## config.mk

```make
export PLATFORM = sky130hd
export DESIGN_NAME = ring_fifo_with_iterator
export DESIGN_NICKNAME = d
export VERILOG_FILES = /design/src/rfi_pkg.sv /design/src/ring_fifo_with_iterator.sv /design/src/rfi_ram.sv /design/src/rfi_ctrl.sv
export SDC_FILE = /design/constraint.sdc
export NUM_CORES = 1
export LEC_CHECK = 0
export BUFFER_PORTS_ARGS = -buffer_cell sky130_fd_sc_hd__buf_2
export CORE_UTILIZATION = 30
export CTS_CLUSTER_SIZE = 8
export DETAILED_ROUTE_END_ITERATION = 8
export PLACE_DENSITY = 0.48
export SYNTH_ARGS = -nofsm -noshare
export SYNTH_HDL_FRONTEND = slang
export SYNTH_SLANG_ARGS = --single-unit
```

## constraint.sdc

```tcl
create_clock -name clk -period 2.7 [get_ports clk]
set_input_delay 0.27 -clock clk [delete_from_list [all_inputs] [get_ports clk]]
set_output_delay 0.27 -clock clk [all_outputs]
set_load 0.03 [all_outputs]
```

## src/rfi_pkg.sv

```systemverilog
package rfi_pkg;

  localparam int DEPTH_DEF      = 16;
  localparam int IDENT_BITS_DEF = 8;

  localparam int KIND_W   = 3;
  localparam int VALUE_W  = 8;
  localparam int STATUS_W = 2;
  localparam int OCC_W    = 5;

  localparam logic [KIND_W-1:0] KIND_ENQ        = 3'd0;
  localparam logic [KIND_W-1:0] KIND_DEQ        = 3'd1;
  localparam logic [KIND_W-1:0] KIND_PEEK       = 3'd2;
  localparam logic [KIND_W-1:0] KIND_ITER_START = 3'd3;
  localparam logic [KIND_W-1:0] KIND_ITER_NEXT  = 3'd4;

  localparam logic [STATUS_W-1:0] STAT_OK    = 2'd0;
  localparam logic [STATUS_W-1:0] STAT_FULL  = 2'd1;
  localparam logic [STATUS_W-1:0] STAT_EMPTY = 2'd2;

  typedef enum logic [1:0] {
    S_CLEAR,
    S_IDLE,
    S_EXEC
  } state_t;

  typedef struct packed {
    logic [KIND_W-1:0] kind;
    logic [7:0]        ident;
  } req_t;

  typedef struct packed {
    logic [VALUE_W-1:0]  value;
    logic [STATUS_W-1:0] status;
    logic [OCC_W-1:0]    occupancy;
  } rsp_t;

  typedef struct packed {
    logic                done;
    logic                sel;
    logic [STATUS_W-1:0] status;
    logic [OCC_W-1:0]    occupancy;
  } ctl_res_t;

endpackage

```

## src/ring_fifo_with_iterator.sv

```systemverilog
// Circular queue of task identifiers with a read cursor. A request is taken
// when start is high and busy is low; its result appears on rsp with done
// high for exactly one cycle, the cycle after the request, and the receiver
// cannot stall it. Each request keeps busy high for that one result cycle,
// so the block cannot take a new request before the last one's result is
// out; the result waits on the registered read of the slot memory. After
// reset the slot memory is cleared one entry per cycle, and busy stays high
// until every entry is cleared, so no request is taken before then.
module ring_fifo_with_iterator #(
  parameter int DEPTH      = rfi_pkg::DEPTH_DEF,
  parameter int IDENT_BITS = rfi_pkg::IDENT_BITS_DEF
) (
  input  logic          clk,
  input  logic          rst,
  input  logic          start,
  input  rfi_pkg::req_t req,
  output logic          busy,
  output logic          done,
  output rfi_pkg::rsp_t rsp
);

  localparam int AW = $clog2(DEPTH);
  localparam int VW = rfi_pkg::VALUE_W;

  rfi_pkg::ctl_res_t res;

  logic                  mem_we;
  logic [AW-1:0]         mem_waddr;
  logic [IDENT_BITS-1:0] mem_wdata;
  logic [AW-1:0]         mem_raddr;
  logic [IDENT_BITS-1:0] mem_rdata;

  rfi_ctrl #(
    .DEPTH      (DEPTH),
    .IDENT_BITS (IDENT_BITS)
  ) u_ctrl (
    .clk       (clk),
    .rst       (rst),
    .start     (start),
    .req       (req),
    .busy      (busy),
    .res       (res),
    .mem_we    (mem_we),
    .mem_waddr (mem_waddr),
    .mem_wdata (mem_wdata),
    .mem_raddr (mem_raddr)
  );

  rfi_ram #(
    .WIDTH (IDENT_BITS),
    .DEPTH (DEPTH)
  ) u_slots (
    .clk   (clk),
    .we    (mem_we),
    .waddr (mem_waddr),
    .wdata (mem_wdata),
    .raddr (mem_raddr),
    .rdata (mem_rdata)
  );

  assign done          = res.done;
  assign rsp.value     = res.sel ? VW'(mem_rdata) : '0;
  assign rsp.status    = res.status;
  assign rsp.occupancy = res.occupancy;

endmodule

```

## src/rfi_ram.sv

```systemverilog
module rfi_ram #(
  parameter int WIDTH = rfi_pkg::IDENT_BITS_DEF,
  parameter int DEPTH = rfi_pkg::DEPTH_DEF
) (
  input  logic                     clk,
  input  logic                     we,
  input  logic [$clog2(DEPTH)-1:0] waddr,
  input  logic [WIDTH-1:0]         wdata,
  input  logic [$clog2(DEPTH)-1:0] raddr,
  output logic [WIDTH-1:0]         rdata
);

  logic [WIDTH-1:0] mem [DEPTH];

  always_ff @(posedge clk) begin
    if (we) begin
      mem[waddr] <= wdata;
    end
    rdata <= mem[raddr];
  end

endmodule

```

## src/rfi_ctrl.sv

```systemverilog
module rfi_ctrl #(
  parameter int DEPTH      = rfi_pkg::DEPTH_DEF,
  parameter int IDENT_BITS = rfi_pkg::IDENT_BITS_DEF
) (
  input  logic                     clk,
  input  logic                     rst,
  input  logic                     start,
  input  rfi_pkg::req_t            req,
  output logic                     busy,
  output rfi_pkg::ctl_res_t        res,
  output logic                     mem_we,
  output logic [$clog2(DEPTH)-1:0] mem_waddr,
  output logic [IDENT_BITS-1:0]    mem_wdata,
  output logic [$clog2(DEPTH)-1:0] mem_raddr
);

  localparam int AW = $clog2(DEPTH);
  localparam int CW = $clog2(DEPTH + 1);
  localparam int OW = rfi_pkg::OCC_W;
  localparam int IW = IDENT_BITS;

  rfi_pkg::state_t state, state_next;

  logic [AW-1:0] head, head_next;
  logic [AW-1:0] tail, tail_next;
  logic [CW-1:0] fill, fill_next;
  logic [AW-1:0] cursor, cursor_next;
  logic [CW-1:0] visited, visited_next;
  logic [AW-1:0] clr;

  logic                         done;
  logic                         sel, sel_next;
  logic [rfi_pkg::STATUS_W-1:0] status, status_next;
  logic [OW-1:0]                occ;

  logic          accept;
  logic          op_we;
  logic [AW-1:0] op_waddr;
  logic [AW-1:0] op_raddr;

  function automatic logic [AW-1:0] next_idx(input logic [AW-1:0] i);
    return (i == AW'(DEPTH - 1)) ? '0 : i + 1'b1;
  endfunction

  assign accept = start && !busy;

  // next state
  always_comb begin
    state_next = state;
    unique case (state)
      rfi_pkg::S_CLEAR: begin
        if (clr == AW'(DEPTH - 1)) begin
          state_next = rfi_pkg::S_IDLE;
        end
      end
      rfi_pkg::S_IDLE: begin
        if (start) begin
          state_next = rfi_pkg::S_EXEC;
        end
      end
      rfi_pkg::S_EXEC: state_next = rfi_pkg::S_IDLE;
      default:         state_next = rfi_pkg::S_IDLE;
    endcase
  end

  // fsm outputs
  always_comb begin
    busy = 1'b1;
    done = 1'b0;
    unique case (state)
      rfi_pkg::S_CLEAR: busy = 1'b1;
      rfi_pkg::S_IDLE:  busy = 1'b0;
      rfi_pkg::S_EXEC:  done = 1'b1;
      default:          busy = 1'b1;
    endcase
  end

  assign res = {done, sel, status, occ};

  // operation decode on request
  always_comb begin
    head_next    = head;
    tail_next    = tail;
    fill_next    = fill;
    cursor_next  = cursor;
    visited_next = visited;
    sel_next     = 1'b0;
    status_next  = rfi_pkg::STAT_OK;
    op_we        = 1'b0;
    op_waddr     = '0;
    op_raddr     = head;
    unique case (req.kind)
      rfi_pkg::KIND_ENQ: begin
        if (fill == CW'(DEPTH)) begin
          status_next = rfi_pkg::STAT_FULL;
        end else if (fill == '0) begin
          op_we     = 1'b1;
          op_waddr  = '0;
          head_next = '0;
          tail_next = '0;
          fill_next = CW'(1);
        end else begin
          op_we     = 1'b1;
          op_waddr  = next_idx(tail);
          tail_next = next_idx(tail);
          fill_next = fill + 1'b1;
        end
      end
      rfi_pkg::KIND_DEQ: begin
        if (fill == '0) begin
          status_next = rfi_pkg::STAT_EMPTY;
        end else begin
          sel_next  = 1'b1;
          fill_next = fill - 1'b1;
          if (fill == CW'(1)) begin
            head_next = '0;
            tail_next = '0;
          end else begin
            head_next = next_idx(head);
          end
        end
      end
      rfi_pkg::KIND_PEEK: begin
        sel_next    = 1'b1;
        status_next = (fill == '0) ? rfi_pkg::STAT_EMPTY : rfi_pkg::STAT_OK;
      end
      rfi_pkg::KIND_ITER_START: begin
        if (fill == '0) begin
          status_next = rfi_pkg::STAT_EMPTY;
        end else begin
          sel_next     = 1'b1;
          cursor_next  = head;
          visited_next = CW'(1);
        end
      end
      rfi_pkg::KIND_ITER_NEXT: begin
        if (visited >= fill) begin
          status_next = rfi_pkg::STAT_EMPTY;
        end else begin
          sel_next     = 1'b1;
          op_raddr     = next_idx(cursor);
          cursor_next  = next_idx(cursor);
          visited_next = visited + 1'b1;
        end
      end
      default: begin
        status_next = rfi_pkg::STAT_OK;
      end
    endcase
  end

  // memory port: clearing sweep after reset, else the accepted request
  always_comb begin
    mem_raddr = op_raddr;
    if (state == rfi_pkg::S_CLEAR) begin
      mem_we    = 1'b1;
      mem_waddr = clr;
      mem_wdata = '0;
    end else begin
      mem_we    = accept && op_we;
      mem_waddr = op_waddr;
      mem_wdata = IW'(req.ident);
    end
  end

  always_ff @(posedge clk) begin
    if (rst) begin
      state   <= rfi_pkg::S_CLEAR;
      clr     <= '0;
      head    <= '0;
      tail    <= '0;
      fill    <= '0;
      cursor  <= '0;
      visited <= '0;
      sel     <= 1'b0;
      status  <= rfi_pkg::STAT_OK;
      occ     <= '0;
    end else begin
      state <= state_next;
      if (state == rfi_pkg::S_CLEAR) begin
        clr <= clr + 1'b1;
      end
      if (accept) begin
        head    <= head_next;
        tail    <= tail_next;
        fill    <= fill_next;
        cursor  <= cursor_next;
        visited <= visited_next;
        sel     <= sel_next;
        status  <= status_next;
        occ     <= OW'(fill_next);
      end
    end
  end

endmodule

```

Yosys cells after proc, flatten, opt, wreduce, memory -nomap -nowiden
Memories as Yosys holds them, arrays and structs flattened. A register that Yosys moved wholly into a read port is not among the register bits. Cells that the tools add are included.

Add/sub/neg operators: 7. Magnitude comparators: 1. Equality and inequality tests: 20. Mux-type cells: 47. Reduce and logical (&&, ||, !) cells: 14.

Operator list (count): 4-bit 2-to-1 mux (18); 5-bit 2-to-1 mux (5); 4-bit one-hot mux with 2 select lines (3); 5-bit one-hot mux with 2 select lines (2); 4-bit by 1-bit adder with 4-bit output, second input constant (4); 4-bit equality test, second input constant (4); 8-bit 2-to-1 mux (2); 5-bit by 1-bit adder with 5-bit output, second input constant (2); 1-bit 2-to-1 mux (10); 2-bit != test, second input constant (5); 5-bit AND reduction (2); 2-bit 2-to-1 mux (4); 4-bit AND reduction (2); 3-bit by 2-bit equality test with 1-bit output, second input constant (2); 2-bit by 1-bit != test with 1-bit output, second input constant (3); 2-bit one-hot mux with 3 select lines (1); 5-bit by 1-bit equality test with 1-bit output, second input constant (1); 5-bit equality test, second input constant (1); 5-bit >= comparator (1); 5-bit logical NOT (1); 5-bit by 1-bit subtractor with 5-bit output, second input constant (1); 2-bit one-hot mux with 2 select lines (1); 2-bit nonzero test (2); 3-bit by 1-bit equality test with 1-bit output, second input constant (1); other kinds (10) (11).

Register bits after elaboration: 31. Bits in writable memories: 128. Bits of input ports: 14. Output and inout port bits: 17. Logic and storage cells: 99. Memories kept: 1.

Memories: u_slots.mem (depth 16, width 8, rd ports 1, clocked after Yosys merged registers in 1, write ports 1, RTL line rfi_ram.sv:13) `logic [WIDTH-1:0] mem [DEPTH];`.

Logic depth before layout (Yosys ltp)
Gate-level depths: netlist of the first run.

Word-level depth: 7. Gate-level depth with buffers: 12. Depth with buffers taken out: 9.

Hierarchy
From an unflattened synthesis of the first run, not the netlist that was laid out.

Cell total of the unflattened synthesis: 511. Area, all modules: 7444.6 um^2.

Modules (own cells, without submodules): rfi_ram (instances 1, cells each 229, area each 5147.4 um^2, sequential area each 4003.8 um^2); rfi_ctrl (instances 1, cells each 274, area each 2247.2 um^2, sequential area each 620.6 um^2); ring_fifo_with_iterator (instances 1, cells each 8, area each 50.0 um^2, sequential area each 0.0 um^2).

Worst setup path after synthesis of the first run
OpenSTA, ideal clock, no wires.

Path type: reg-to-reg. Start: register u_ctrl.fill[2]. End: register u_slots.rdata[3] (read register of u_slots.mem). Setup time: 0.134 ns. Arrival: 3.030 ns. Data required time: 2.566 ns. Setup slack: -0.464 ns. Cell stages (with the launch flop): 13. Path buffers: 3. Clock period less this slack: 3.164 ns. Cell sequence: dfxtp_1 -> clkbuf_1 -> inv_1 -> ha_1 -> a21o_1 -> a31oi_1 -> o211ai_4 -> mux2i_1 -> buf_6 -> buf_2 -> mux2i_1 -> o22ai_1 -> or4_1.

Longest elaborated chain between the ends: 3.

Ends and longest elaborated chain: start: declaration (RTL line rfi_ctrl.sv:26) `logic [CW-1:0] fill, fill_next;`; start signal: assignment (RTL line rfi_ctrl.sv:186) `fill <= fill_next;`; 5-bit >= comparator (RTL line rfi_ctrl.sv:137) `if (visited >= fill) begin`; 4-bit 2-to-1 mux (RTL line rfi_ctrl.sv:137); 4-bit 2-to-1 mux (RTL line rfi_ctrl.sv:92) `unique case (req.kind)`; end: declaration (RTL line rfi_ram.sv:10) `output logic [WIDTH-1:0] rdata`.

Every way passes these cells. A chain may end at the register's enable or synchronous reset.

Worst setup path in the final report of the first run
Start: register u_ctrl.fill[2]. End: register u_slots.rdata[6] (read register of u_slots.mem).

The elaborated chain is that of the path after synthesis.

==> run_summary.xml, run 1 <==
<?xml version="1.0" encoding="UTF-8"?>
<metrics>
  <group name="run_status">
    <metric name="run_status" unit="">completed</metric>
  </group>
  <group name="logic_synthesis">
    <metric name="ys_seq_area_share" unit="%">63.6</metric>
    <metric name="synth.cell_area" unit="mm²">0.00727</metric>
    <metric name="yosys.area.top_type" unit="">sky130_fd_sc_hd__edfxtp_1</metric>
    <metric name="synth_largest_type_area_fraction" unit="%">52.8</metric>
    <metric name="synth_seq_cells" unit="">167</metric>
    <metric name="avgSynthCellArea" unit="µm²">12.9</metric>
    <metric name="edff_count_synth" unit="">128</metric>
    <metric name="synthFlopType" unit="">sky130_fd_sc_hd__edfxtp_1</metric>
    <metric name="ys_top_cells_by_count" unit="">sky130_fd_sc_hd__edfxtp_1, sky130_fd_sc_hd__mux2i_1, sky130_fd_sc_hd__nor2_1</metric>
    <metric name="most_frequent_cell_after_synthesis" unit="">sky130_fd_sc_hd__edfxtp_1</metric>
    <metric name="synth_cells" unit="">566</metric>
    <metric name="synthArstFlopShare" unit="%">0</metric>
    <metric name="yosysUniqueCellTypes" unit="">55</metric>
    <metric name="synthTopCellsByArea" unit="">sky130_fd_sc_hd__edfxtp_1, sky130_fd_sc_hd__dfxtp_1, sky130_fd_sc_hd__mux2i_1</metric>
    <metric name="syn-num-nets" unit="">594</metric>
    <metric name="synth_warnings" unit="">0</metric>
  </group>
  <group name="global_routing">
    <metric name="grt_overflow_total" unit="">0</metric>
    <metric name="gr-usage-all-layers" unit="%">14.4</metric>
    <metric name="initial_antenna_violation_count" unit="">0</metric>
    <metric name="grt_pass1_wl" unit="mm">26.5</metric>
    <metric name="grt_pass1_vias" unit="">4651</metric>
    <metric name="grt_start_max_net_pins" unit="">32</metric>
  </group>
  <group name="placed_design">
    <metric name="detailedPlace.worstSlack" unit="ps">-133</metric>
    <metric name="port_buffers" unit="">30</metric>
    <metric name="place_congestion" unit="">0.811</metric>
    <metric name="dp_hpwl" unit="mm">11.7</metric>
  </group>
  <group name="sta">
    <metric name="finalHoldViolCount" unit="">0</metric>
    <metric name="rsz0062_at_grt" unit="">yes</metric>
    <metric name="achievable-frequency" unit="MHz">372</metric>
    <metric name="fin_crit_sh" unit="%">99.6</metric>
    <metric name="finalWorstPathRequiredPeriod" unit="ps">2690</metric>
    <metric name="transition_at_the_pin_with_the_smallest_max_transition_slack" unit="ps">616</metric>
    <metric name="drv_slew" unit="">0</metric>
    <metric name="setup-violations-final" unit="">0</metric>
    <metric name="timing.clock.skew" unit="ps">8.74</metric>
    <metric name="worst_slack_setup_final" unit="ps">11.2</metric>
    <metric name="setup_tns" unit="ps">0</metric>
    <metric name="max_slew_margin" unit="%">59.0</metric>
  </group>
  <group name="floorplan">
    <metric name="core_region_area" unit="mm²">0.0236</metric>
    <metric name="number_of_placed_i_o_pins" unit="">31</metric>
    <metric name="core.rowCount" unit="">56</metric>
    <metric name="die_w" unit="µm">158</metric>
    <metric name="floorplan.die_area" unit="mm²">0.0249</metric>
    <metric name="initial_core_util" unit="%">30.8</metric>
    <metric name="die_h" unit="µm">158</metric>
  </group>
  <group name="worst_setup_path">
    <metric name="critical-path-slowest-cell" unit="">sky130_fd_sc_hd__or4_1</metric>
    <metric name="path_max_fanout" unit="">9</metric>
    <metric name="timing.setup.critical_path_class" unit="">flop to flop</metric>
    <metric name="arrival" unit="ps">2990</metric>
    <metric name="critPathCaptureType" unit="">flop</metric>
    <metric name="required" unit="ps">3000</metric>
    <metric name="crit_path_start_kind" unit="">flop</metric>
    <metric name="sequence_of_cells_on_the_critical_path" unit="">inv_4 -&gt; ha_4 -&gt; a21o_1 -&gt; a31oi_4 -&gt; o211ai_4 -&gt; mux2i_4 -&gt; buf_12 -&gt; buf_12 -&gt; mux2i_4 -&gt; o22ai_2 -&gt; or4_1</metric>
    <metric name="critical-path-max-stage-delay" unit="ps">510</metric>
  </group>
  <group name="clock_network">
    <metric name="cts_sinks" unit="">167</metric>
    <metric name="max-clock-path-buffers" unit="">2</metric>
    <metric name="root_buffer" unit="">sky130_fd_sc_hd__clkbuf_16</metric>
    <metric name="path_clk_slew" unit="ps">60</metric>
    <metric name="cts_tree" unit="">built</metric>
    <metric name="h-tree-depth" unit="">4</metric>
    <metric name="cts_inserted_buffers" unit="">17</metric>
    <metric name="clk-insertion-delay-late" unit="ps">430</metric>
  </group>
  <group name="finish">
    <metric name="num-nets-final" unit="">670</metric>
    <metric name="final.fill_count" unit="">2250</metric>
    <metric name="post_route_utilization" unit="%">38.0</metric>
    <metric name="area_overhead_vs_synth" unit="%">23.2</metric>
    <metric name="insertedDiodeCount" unit="">0</metric>
    <metric name="share_of_final_layout_standard_cells_stronger_than_drive_strength_1" unit="%">23.7</metric>
  </group>
  <group name="power">
    <metric name="irDropWorstVdd" unit="V">0.000428</metric>
    <metric name="power-per-cell-area" unit="mW/mm²">599</metric>
    <metric name="cellLeakagePower" unit="µW">0.00357</metric>
  </group>
  <group name="detailed_routing">
    <metric name="avgRoutedWirePerCell" unit="µm">17.4</metric>
    <metric name="drt_iter0_markers" unit="">348</metric>
    <metric name="routed_wl" unit="mm">17.0</metric>
    <metric name="antenna_left" unit="">0</metric>
    <metric name="vias_per_cell" unit="">4.84</metric>
    <metric name="drc_errors" unit="">0</metric>
    <metric name="drt-pass1-iter-count" unit="">4</metric>
    <metric name="route.vias.total" unit="">4714</metric>
  </group>
  <group name="job">
    <metric name="maxCapViolations" unit="">0</metric>
  </group>
  <group name="hold_path">
    <metric name="hold_class" unit="">input port to flop</metric>
  </group>
</metrics>
-- metrics by stage --
step	total power [µW]	area, µm²	instances	hold slack (ps)
final	5370	8960	974	284
after global routing	5530	8960	974	303
after CTS	5420	8920	975	264
after detailed placement	3020	8180	938	466
after global placement	3020	8180	938	464
after floorplan	2950	7350	566	332
-- flip-flops by register name, indices dropped and copies added, names as in the netlist, 2 cells and up --
name            count
u_slots.mem       128
u_slots.rdata       8
u_ctrl.fill         5
u_ctrl.visited      5
u_ctrl.clr          4
u_ctrl.cursor       4
u_ctrl.head         4
u_ctrl.tail         4
u_ctrl.state        2
u_ctrl.status       2
-- power breakdown --
part / total [µW] / leakage [µW] / switching [µW] / internal (µW)
combinational: 158 / 0.00171 / 102 / 56.6
sequential: 2820 / 0.00157 / 20.6 / 2800
clock: 2390 / 0.000288 / 1040 / 1350
total: 5370 / 0.00357 / 1160 / 4200
-- cells by family after synthesis --
family          Yosys count  share of synthesized area (%)
compound gates          105                           9.58
xor+xnor                 10                           1.20
fa+ha+maj                14                           2.41
buf+inv                  34                           2.53
flops                   167                           63.6
mux                      67                           9.24
simple gates            169                           11.5
-- path summary, 6_finish.rpt --
| check | start | to | slack [ps] | cells past startpoint |
|---|---|---|---|---|
| worst min register to register | u_ctrl.status[0] | u_ctrl.status[0] | 470 | 2 |
| worst max register to register | u_ctrl.fill[2] | u_slots.rdata[6] | 10 | 11 |
| worst min-delay path | start | u_ctrl.status[0] | 280 | 5 |
| worst max-delay path | u_ctrl.fill[2] | u_slots.rdata[6] | 10 | 11 |
-- layout by cell type, fill, tap and decap left out, types with 5 or more instances in the layout --
| master | count |
|---|---|
| sky130_fd_sc_hd__edfxtp_1 | 128 |
| sky130_fd_sc_hd__mux2i_1 | 57 |
| sky130_fd_sc_hd__nor2_1 | 54 |
| sky130_fd_sc_hd__buf_4 | 41 |
| sky130_fd_sc_hd__nand2_1 | 36 |
| sky130_fd_sc_hd__dfxtp_1 | 33 |
| sky130_fd_sc_hd__o22ai_1 | 31 |
| sky130_fd_sc_hd__buf_2 | 30 |
| sky130_fd_sc_hd__a21oi_1 | 23 |
| sky130_fd_sc_hd__and2_1 | 21 |
| sky130_fd_sc_hd__clkbuf_16 | 17 |
| sky130_fd_sc_hd__ha_1 | 12 |
| sky130_fd_sc_hd__nor3_1 | 10 |
| sky130_fd_sc_hd__nand3_1 | 9 |
| sky130_fd_sc_hd__or4_1 | 8 |
| sky130_fd_sc_hd__inv_1 | 7 |
| sky130_fd_sc_hd__o21ai_1 | 7 |
| sky130_fd_sc_hd__buf_12 | 7 |
| sky130_fd_sc_hd__xor2_1 | 6 |
| sky130_fd_sc_hd__mux2i_4 | 5 |
| sky130_fd_sc_hd__a32oi_1 | 5 |
| sky130_fd_sc_hd__nand4_1 | 5 |
| sky130_fd_sc_hd__dfxtp_2 | 5 |
-- worst max-delay path: cells and delay by family (launching register included) --
| kind | cells | cell delay, ps |
|---|---|---|
| AND/OR/NAND/NOR | 1 | 510 |
| multiplexers | 2 | 560 |
| AO/OA/AOI/OAI | 4 | 500 |
| buffers and inverters | 3 | 360 |
| flip-flops | 1 | 360 |
| adder cells (fa/ha/maj) | 1 | 260 |
-- metal layers --
metal  up-vias  wire length, µm  track usage (%)
li1       2307                -                -
met1      2309             8360             20.0
met2        81             7870             22.8
met3        17              524             1.94
met4         0              242             5.55
met5         -                0                0
-- layout make-up --
cell class | count | area [µm²] | area share [%]
flip-flops and latches | 167 | 4630 | 51.7
repair buffers | 82 | 663 | 7.40
clock inverters | 12 | 133 | 1.48
inverters | 9 | 36.3 | 0.405
well taps | 319 | 399 | 4.45
multi-input cells | 365 | 2640 | 29.4
clock buffers | 20 | 457 | 5.10
-- what timing repair did --
action	in CTS	in global routing
resized for setup	19	15
hold buffers	0	0
buffers inserted	4	1
cloned	1	0
setup endpoints to repair	7	28
pin swaps	2	7
Note: power is estimated with default switching activity, not from simulation.
==> inputs of run 2 (changes only) <==
--- a/config.mk
+++ b/config.mk
@@ -6,6 +6,7 @@
 export NUM_CORES = 1
 export LEC_CHECK = 0
 export BUFFER_PORTS_ARGS = -buffer_cell sky130_fd_sc_hd__buf_2
+export CORE_ASPECT_RATIO = 1.5
 export CORE_UTILIZATION = 30
 export CTS_CLUSTER_SIZE = 8
 export DETAILED_ROUTE_END_ITERATION = 8
==> run_summary.xml, run 2 (same netlist as run 1, synthesis figures left out) <==
<?xml version="1.0" encoding="UTF-8"?>
<metrics>
  <group name="detailed_routing">
    <metric name="met1_length" unit="mm">7.45</metric>
    <metric name="avgRoutedWirePerCell" unit="µm">19.5</metric>
    <metric name="drc_errors" unit="">0</metric>
    <metric name="antenna_left" unit="">0</metric>
    <metric name="detailroute.wirelength.met2" unit="mm">10.8</metric>
    <metric name="routed_wl" unit="mm">19.3</metric>
    <metric name="drt-pass1-iter-count" unit="">4</metric>
    <metric name="drt_iter0_markers" unit="">240</metric>
    <metric name="wl_met3" unit="µm">488</metric>
    <metric name="top_layer_used" unit="">met4</metric>
    <metric name="route.vias.total" unit="">4880</metric>
    <metric name="vias_per_cell" unit="">4.94</metric>
  </group>
  <group name="run_status">
    <metric name="failed_checks" unit="">setup timing</metric>
    <metric name="run_status" unit="">finished with violations</metric>
  </group>
  <group name="finish">
    <metric name="num-nets-final" unit="">683</metric>
    <metric name="final_cell_mix" unit="">sky130_fd_sc_hd__edfxtp_1, sky130_fd_sc_hd__nor2_1, sky130_fd_sc_hd__buf_4</metric>
    <metric name="post_route_utilization" unit="%">38.8</metric>
    <metric name="largest_register_ff_count" unit="">128</metric>
    <metric name="final.fill_count" unit="">2261</metric>
    <metric name="biggestRegsByFlops" unit="">u_slots.mem x128, u_slots.rdata x8</metric>
    <metric name="share_of_final_layout_standard_cells_stronger_than_drive_strength_1" unit="%">27.8</metric>
    <metric name="area_overhead_vs_synth" unit="%">26.6</metric>
    <metric name="insertedDiodeCount" unit="">0</metric>
    <metric name="final_cell_count_no_fill" unit="">987</metric>
    <metric name="mostFrequentLayoutCell" unit="">sky130_fd_sc_hd__edfxtp_1</metric>
    <metric name="seq_area" unit="mm²">0.00464</metric>
    <metric name="max_flop_register" unit="">u_slots.mem</metric>
    <metric name="multi_input_area" unit="mm²">0.00275</metric>
  </group>
  <group name="worst_setup_path">
    <metric name="critical-path-top-cell-by-count" unit="">sky130_fd_sc_hd__buf_12</metric>
    <metric name="critPathCaptureType" unit="">flop</metric>
    <metric name="critical-path-max-stage-delay" unit="ps">500</metric>
    <metric name="sequence_of_cells_on_the_critical_path" unit="">inv_4 -&gt; ha_4 -&gt; nand2b_4 -&gt; a31oi_4 -&gt; o211ai_4 -&gt; mux2i_4 -&gt; buf_12 -&gt; buf_12 -&gt; mux2i_1 -&gt; o22ai_2 -&gt; or4_1</metric>
    <metric name="path_max_fanout" unit="">7</metric>
    <metric name="required" unit="ps">3010</metric>
    <metric name="arrival" unit="ps">3180</metric>
    <metric name="critical-path-slowest-cell" unit="">sky130_fd_sc_hd__or4_1</metric>
    <metric name="cp-startpoint" unit="">u_ctrl.visited[0]</metric>
    <metric name="crit_path_start_kind" unit="">flop</metric>
    <metric name="worst_r2r_path_depth" unit="">11</metric>
    <metric name="timing.setup.critical_path_class" unit="">flop to flop</metric>
    <metric name="r2r_start" unit="">u_ctrl.visited[0]</metric>
  </group>
  <group name="hold_path">
    <metric name="hold_class" unit="">input port to flop</metric>
    <metric name="holdCritStartpoint" unit="">start</metric>
    <metric name="holdPathStages" unit="">4</metric>
  </group>
  <group name="sta">
    <metric name="setup-violations-final" unit="">8</metric>
    <metric name="timing.clock.skew" unit="ps">11.0</metric>
    <metric name="drv_slew" unit="">0</metric>
    <metric name="achievable-frequency" unit="MHz">349</metric>
    <metric name="rsz0062_at_grt" unit="">yes</metric>
    <metric name="fin_crit_sh" unit="%">106</metric>
    <metric name="finalWorstPathRequiredPeriod" unit="ps">2870</metric>
    <metric name="max_slew_margin" unit="%">46.4</metric>
    <metric name="transition_at_the_pin_with_the_smallest_max_transition_slack" unit="ps">804</metric>
    <metric name="worst_slack_setup_final" unit="ps">-168</metric>
    <metric name="setup_tns" unit="ps">-1060</metric>
    <metric name="finalHoldViolCount" unit="">0</metric>
  </group>
  <group name="job">
    <metric name="maxCapViolations" unit="">0</metric>
  </group>
  <group name="clock_network">
    <metric name="max-clock-path-buffers" unit="">2</metric>
    <metric name="root_buffer" unit="">sky130_fd_sc_hd__clkbuf_16</metric>
    <metric name="clk-insertion-delay-late" unit="ps">430</metric>
    <metric name="h-tree-depth" unit="">4</metric>
    <metric name="path_clk_slew" unit="ps">70</metric>
    <metric name="holdBufCountCts" unit="">0</metric>
    <metric name="cts_inserted_buffers" unit="">17</metric>
    <metric name="cts_tree" unit="">built</metric>
    <metric name="cts_sinks" unit="">167</metric>
  </group>
  <group name="placed_design">
    <metric name="dp_hpwl" unit="mm">13.4</metric>
    <metric name="numPlacedInstances" unit="">945</metric>
    <metric name="place_congestion" unit="">0.847</metric>
    <metric name="port_buffers" unit="">30</metric>
  </group>
  <group name="power">
    <metric name="pwr-share-clk" unit="%">45.0</metric>
    <metric name="cellLeakagePower" unit="µW">0.00362</metric>
    <metric name="pwr-share-seq" unit="%">51.8</metric>
    <metric name="comb_power_share" unit="%">3.2</metric>
    <metric name="internal_power" unit="µW">4240</metric>
    <metric name="power_switching" unit="µW">1190</metric>
    <metric name="power-per-cell-area" unit="mW/mm²">591</metric>
    <metric name="irDropWorstVdd" unit="V">0.000403</metric>
    <metric name="p_sw_share" unit="%">22.0</metric>
  </group>
  <group name="floorplan">
    <metric name="core.rowCount" unit="">69</metric>
    <metric name="number_of_placed_i_o_pins" unit="">31</metric>
    <metric name="die_h" unit="µm">193</metric>
    <metric name="initial_core_util" unit="%">30.6</metric>
    <metric name="floorplan.die_area" unit="mm²">0.0249</metric>
    <metric name="die_w" unit="µm">129</metric>
    <metric name="core_region_area" unit="mm²">0.0237</metric>
  </group>
  <group name="global_routing">
    <metric name="grt_pass1_vias" unit="">5045</metric>
    <metric name="grt_pass1_wl" unit="mm">29.7</metric>
    <metric name="grt_overflow_total" unit="">0</metric>
    <metric name="grt_start_max_net_pins" unit="">32</metric>
    <metric name="gr-usage-all-layers" unit="%">16.7</metric>
    <metric name="initial_antenna_violation_count" unit="">0</metric>
  </group>
</metrics>
run 2: cell types whose count changed in the layout (fill, tap and decap cells not counted), moves of 2 or more:
cell / before / now
sky130_fd_sc_hd__o22ai_1: 31 / 20
sky130_fd_sc_hd__clkinvlp_4: 1 / 3
sky130_fd_sc_hd__nor2_1: 54 / 52
sky130_fd_sc_hd__nor2_2: 3 / 5
sky130_fd_sc_hd__o22ai_2: 4 / 15
sky130_fd_sc_hd__inv_8: 3 / 1
sky130_fd_sc_hd__mux2i_1: 57 / 51
sky130_fd_sc_hd__mux2i_2: 4 / 8
sky130_fd_sc_hd__mux2i_4: 5 / 7
sky130_fd_sc_hd__clkbuf_8: 2 / 0
sky130_fd_sc_hd__buf_4: 41 / 52
run 2: per-layer routing:
layer	global-route usage [%]	up-vias
met1	17.2	2453
met3	2.91	27
met5	0	-
li1	-	2324
met2	32.3	76
met4	7.29	0
run 2: worst paths after layout:
check                           to  slack, ps
setup reg to reg  u_slots.rdata[4]       -170
hold / removal     u_ctrl.state[1]        280
setup / recovery  u_slots.rdata[4]       -170
hold reg to reg   u_ctrl.status[0]        470
run 2: final cells by class:
| cell class | instances | area share, % |
|---|---|---|
| Timing Repair Buffer | 95 | 8.59 |
| Multi-Input combinational cell | 365 | 29.8 |
| Clock inverter | 15 | 1.82 |
| Sequential cell | 167 | 50.4 |
| Inverter | 9 | 0.421 |
| Tap cell | 319 | 4.34 |
| Clock buffer | 17 | 4.62 |
run 2: power groups by stage:
stage	sequential, µW	clock (µW)	combinational [µW]
after global routing	2820	2590	190
after global placement	2870	0	161
after CTS	2820	2500	172
final	2820	2450	175
after floorplan	2860	0	91.5
after detailed placement	2870	0	165
run 2: per-stage QoR:
step | power, µW | instance area (µm²) | setup WS [ps] | hold slack (ps)
2_1_floorplan | 2950 | 7350 | 24.5 | 332
3_3_place_gp | 3030 | 8230 | -221 | 448
3_5_place_dp | 3040 | 8230 | -258 | 455
4_1_cts | 5490 | 9120 | -187 | 262
5_1_grt | 5600 | 9210 | -253 | 300
6_report | 5440 | 9210 | -168 | 285
run 2: repair_timing:
| action | in CTS | in global routing |
|---|---|---|
| pin swaps | 13 | 7 |
| resized for setup | 34 | 21 |
| setup buffers | 6 | 2 |
| endpoints found under the setup margin | 16 | 34 |
| gates cloned | 3 | 1 |
run 2: worst max-delay path, delay by kind of cell, from the launching register on:
family	cells	cell delay, ps
buf+inv	3	420
mux	2	610
fa+ha+maj	1	250
flops	1	380
compound gates	3	450
simple gates	2	620
==> inputs of run 3 (changes only) <==
--- a/config.mk
+++ b/config.mk
@@ -7,10 +7,11 @@
 export LEC_CHECK = 0
 export BUFFER_PORTS_ARGS = -buffer_cell sky130_fd_sc_hd__buf_2
 export CORE_ASPECT_RATIO = 1.5
-export CORE_UTILIZATION = 30
+export CORE_MARGIN = 3
+export CORE_UTILIZATION = 35
 export CTS_CLUSTER_SIZE = 8
 export DETAILED_ROUTE_END_ITERATION = 8
-export PLACE_DENSITY = 0.48
+export PLACE_DENSITY = 0.54
 export SYNTH_ARGS = -nofsm -noshare
 export SYNTH_HDL_FRONTEND = slang
 export SYNTH_SLANG_ARGS = --single-unit
==> run_summary.xml, run 3 (same netlist as run 1, synthesis figures left out) <==
<?xml version="1.0" encoding="UTF-8"?>
<metrics>
  <group name="floorplan">
    <metric name="core_region_area" unit="mm²">0.0204</metric>
    <metric name="initial_core_util" unit="%">35.6</metric>
    <metric name="number_of_placed_i_o_pins" unit="">31</metric>
    <metric name="core.rowCount" unit="">64</metric>
    <metric name="die_h" unit="µm">183</metric>
    <metric name="die_w" unit="µm">124</metric>
    <metric name="floorplan.die_area" unit="mm²">0.0226</metric>
  </group>
  <group name="detailed_routing">
    <metric name="drt-pass1-iter-count" unit="">4</metric>
    <metric name="drc_errors" unit="">0</metric>
    <metric name="route.vias.total" unit="">4828</metric>
    <metric name="avgRoutedWirePerCell" unit="µm">19.6</metric>
    <metric name="vias_per_cell" unit="">5.22</metric>
    <metric name="antenna_left" unit="">0</metric>
    <metric name="routed_wl" unit="mm">18.2</metric>
    <metric name="drt_iter0_markers" unit="">317</metric>
  </group>
  <group name="finish">
    <metric name="largest_register_ff_count" unit="">128</metric>
    <metric name="share_of_final_layout_standard_cells_stronger_than_drive_strength_1" unit="%">26.6</metric>
    <metric name="num-nets-final" unit="">676</metric>
    <metric name="insertedDiodeCount" unit="">0</metric>
    <metric name="max_flop_register" unit="">u_slots.mem</metric>
    <metric name="mostFrequentLayoutCell" unit="">sky130_fd_sc_hd__edfxtp_1</metric>
    <metric name="biggestRegsByFlops" unit="">u_slots.mem x128, u_slots.rdata x8</metric>
    <metric name="area_overhead_vs_synth" unit="%">24.0</metric>
    <metric name="post-route-cell-area" unit="mm²">0.00902</metric>
    <metric name="final.fill_count" unit="">1865</metric>
    <metric name="final_cell_mix" unit="">sky130_fd_sc_hd__edfxtp_1, sky130_fd_sc_hd__nor2_1, sky130_fd_sc_hd__mux2i_1, sky130_fd_sc_hd__buf_4, sky130_fd_sc_hd__nand2_1</metric>
  </group>
  <group name="power">
    <metric name="tot_pwr" unit="µW">5330</metric>
    <metric name="internal_power" unit="µW">4090</metric>
    <metric name="comb_power_share" unit="%">2.9</metric>
    <metric name="cellLeakagePower" unit="µW">0.00354</metric>
    <metric name="irDropWorstVdd" unit="V">0.000333</metric>
    <metric name="pwr-share-clk" unit="%">44.2</metric>
    <metric name="power_switching" unit="µW">1240</metric>
    <metric name="pwr-share-seq" unit="%">52.8</metric>
    <metric name="power-per-cell-area" unit="mW/mm²">591</metric>
    <metric name="p_sw_share" unit="%">23.3</metric>
  </group>
  <group name="worst_setup_path">
    <metric name="required" unit="ps">3000</metric>
    <metric name="critPathCaptureType" unit="">flop</metric>
    <metric name="arrival" unit="ps">3090</metric>
    <metric name="crit_path_start_kind" unit="">flop</metric>
    <metric name="path_max_fanout" unit="">12</metric>
    <metric name="timing.setup.critical_path_class" unit="">flop to flop</metric>
  </group>
  <group name="job">
    <metric name="maxCapViolations" unit="">0</metric>
  </group>
  <group name="run_status">
    <metric name="run_status" unit="">finished with violations</metric>
    <metric name="failed_checks" unit="">setup timing</metric>
  </group>
  <group name="sta">
    <metric name="finalWorstPathRequiredPeriod" unit="ps">2790</metric>
    <metric name="achievable-frequency" unit="MHz">359</metric>
    <metric name="finalHoldViolCount" unit="">0</metric>
    <metric name="transition_at_the_pin_with_the_smallest_max_transition_slack" unit="ps">735</metric>
    <metric name="fin_worst_hold_slack" unit="ps">287</metric>
    <metric name="setup-violations-final" unit="">7</metric>
    <metric name="max_slew_margin" unit="%">51.0</metric>
    <metric name="drv_slew" unit="">0</metric>
    <metric name="worst_slack_setup_final" unit="ps">-87.3</metric>
    <metric name="rsz0062_at_grt" unit="">yes</metric>
    <metric name="fin_crit_sh" unit="%">103</metric>
    <metric name="timing.clock.skew" unit="ps">10.6</metric>
  </group>
  <group name="clock_network">
    <metric name="cts_tree" unit="">built</metric>
    <metric name="path_clk_slew" unit="ps">70</metric>
    <metric name="cts_sinks" unit="">167</metric>
    <metric name="holdBufCountCts" unit="">0</metric>
    <metric name="clk-insertion-delay-late" unit="ps">430</metric>
    <metric name="cts_inserted_buffers" unit="">17</metric>
    <metric name="max-clock-path-buffers" unit="">2</metric>
    <metric name="root_buffer" unit="">sky130_fd_sc_hd__clkbuf_16</metric>
    <metric name="h-tree-depth" unit="">4</metric>
  </group>
  <group name="global_routing">
    <metric name="grt_start_max_net_pins" unit="">32</metric>
    <metric name="gr-usage-all-layers" unit="%">16.9</metric>
    <metric name="initial_antenna_violation_count" unit="">0</metric>
    <metric name="grt_pass1_wl" unit="mm">28.3</metric>
    <metric name="grt_overflow_total" unit="">0</metric>
    <metric name="grt_pass1_vias" unit="">4978</metric>
  </group>
  <group name="placed_design">
    <metric name="place_congestion" unit="">0.833</metric>
    <metric name="placement.cell_area" unit="mm²">0.00812</metric>
    <metric name="dp_hpwl" unit="mm">13.0</metric>
    <metric name="detailedPlace.worstSlack" unit="ps">-162</metric>
    <metric name="port_buffers" unit="">30</metric>
  </group>
  <group name="hold_path">
    <metric name="hold_class" unit="">input port to flop</metric>
  </group>
</metrics>
==> run 3: worst max-delay path, cell delays in order, from the launching register on <==
cell	delay (ps)
sky130_fd_sc_hd__dfxtp_4	360
sky130_fd_sc_hd__inv_4	40
sky130_fd_sc_hd__ha_4	260
sky130_fd_sc_hd__buf_4	110
sky130_fd_sc_hd__a31oi_4	90
sky130_fd_sc_hd__o211ai_4	240
sky130_fd_sc_hd__mux2i_4	330
sky130_fd_sc_hd__buf_12	200
sky130_fd_sc_hd__buf_16	170
sky130_fd_sc_hd__mux2i_2	260
sky130_fd_sc_hd__o22ai_2	120
sky130_fd_sc_hd__or4_1	470
==> run 3: metal layers <==
| layer | global-route usage [%] | up-vias | routed length, µm |
|---|---|---|---|
| li1 | - | 2311 | - |
| met1 | 18.4 | 2395 | 6930 |
| met2 | 32.0 | 96 | 10400 |
| met3 | 2.95 | 26 | 408 |
| met4 | 6.03 | 0 | 444 |
| met5 | 0 | - | 0 |
==> run 3: path summary, 6_finish.rpt <==
| kind | startpoint | endpoint | slack, ps | cells past startpoint |
|---|---|---|---|---|
| hold reg to reg | u_ctrl.status[0] | u_ctrl.status[0] | 460 | 2 |
| setup reg to reg | u_ctrl.fill[2] | u_slots.rdata[1] | -90 | 11 |
| hold / removal | start | u_ctrl.state[1] | 290 | 4 |
| setup / recovery | u_ctrl.fill[2] | u_slots.rdata[1] | -90 | 11 |
==> run 3: final cells by class <==
cell class                      instances  area [µm²]  area share (%)
Clock buffer                           17         425            4.72
Tap cell                              264         330            3.66
Timing Repair Buffer                   88         717            7.95
Multi-Input combinational cell        365        2720            30.2
Clock inverter                         15         155            1.72
Inverter                                9        36.3           0.402
Sequential cell                       167        4630            51.4
==> run 3: power groups by stage <==
stage          Combinational (µW)  Sequential, µW  Clock (µW)
6_report                      157            2820        2360
5_1_grt                       175            2820        2500
4_1_cts                       155            2820        2400
3_5_place_dp                  150            2870           0
3_3_place_gp                  148            2870           0
2_1_floorplan                91.5            2860           0
==> run 3: through the flow <==
step | setup TNS, ps | util (%) | std cells
2_1_floorplan | 0 | - | 566
3_3_place_gp | -552 | 39.8 | 888
3_5_place_dp | -633 | 39.8 | 888
4_1_cts | -558 | 43.4 | 924
5_1_grt | -1210 | 44.2 | 925
6_report | -405 | 44.2 | 925
==> run 3: timing repair <==
action                     4_1_cts  5_1_grt
gates cloned                     1        1
pin swaps                        2       11
setup endpoints to repair        8       20
gates resized for setup         21       34
setup buffers                    3        1
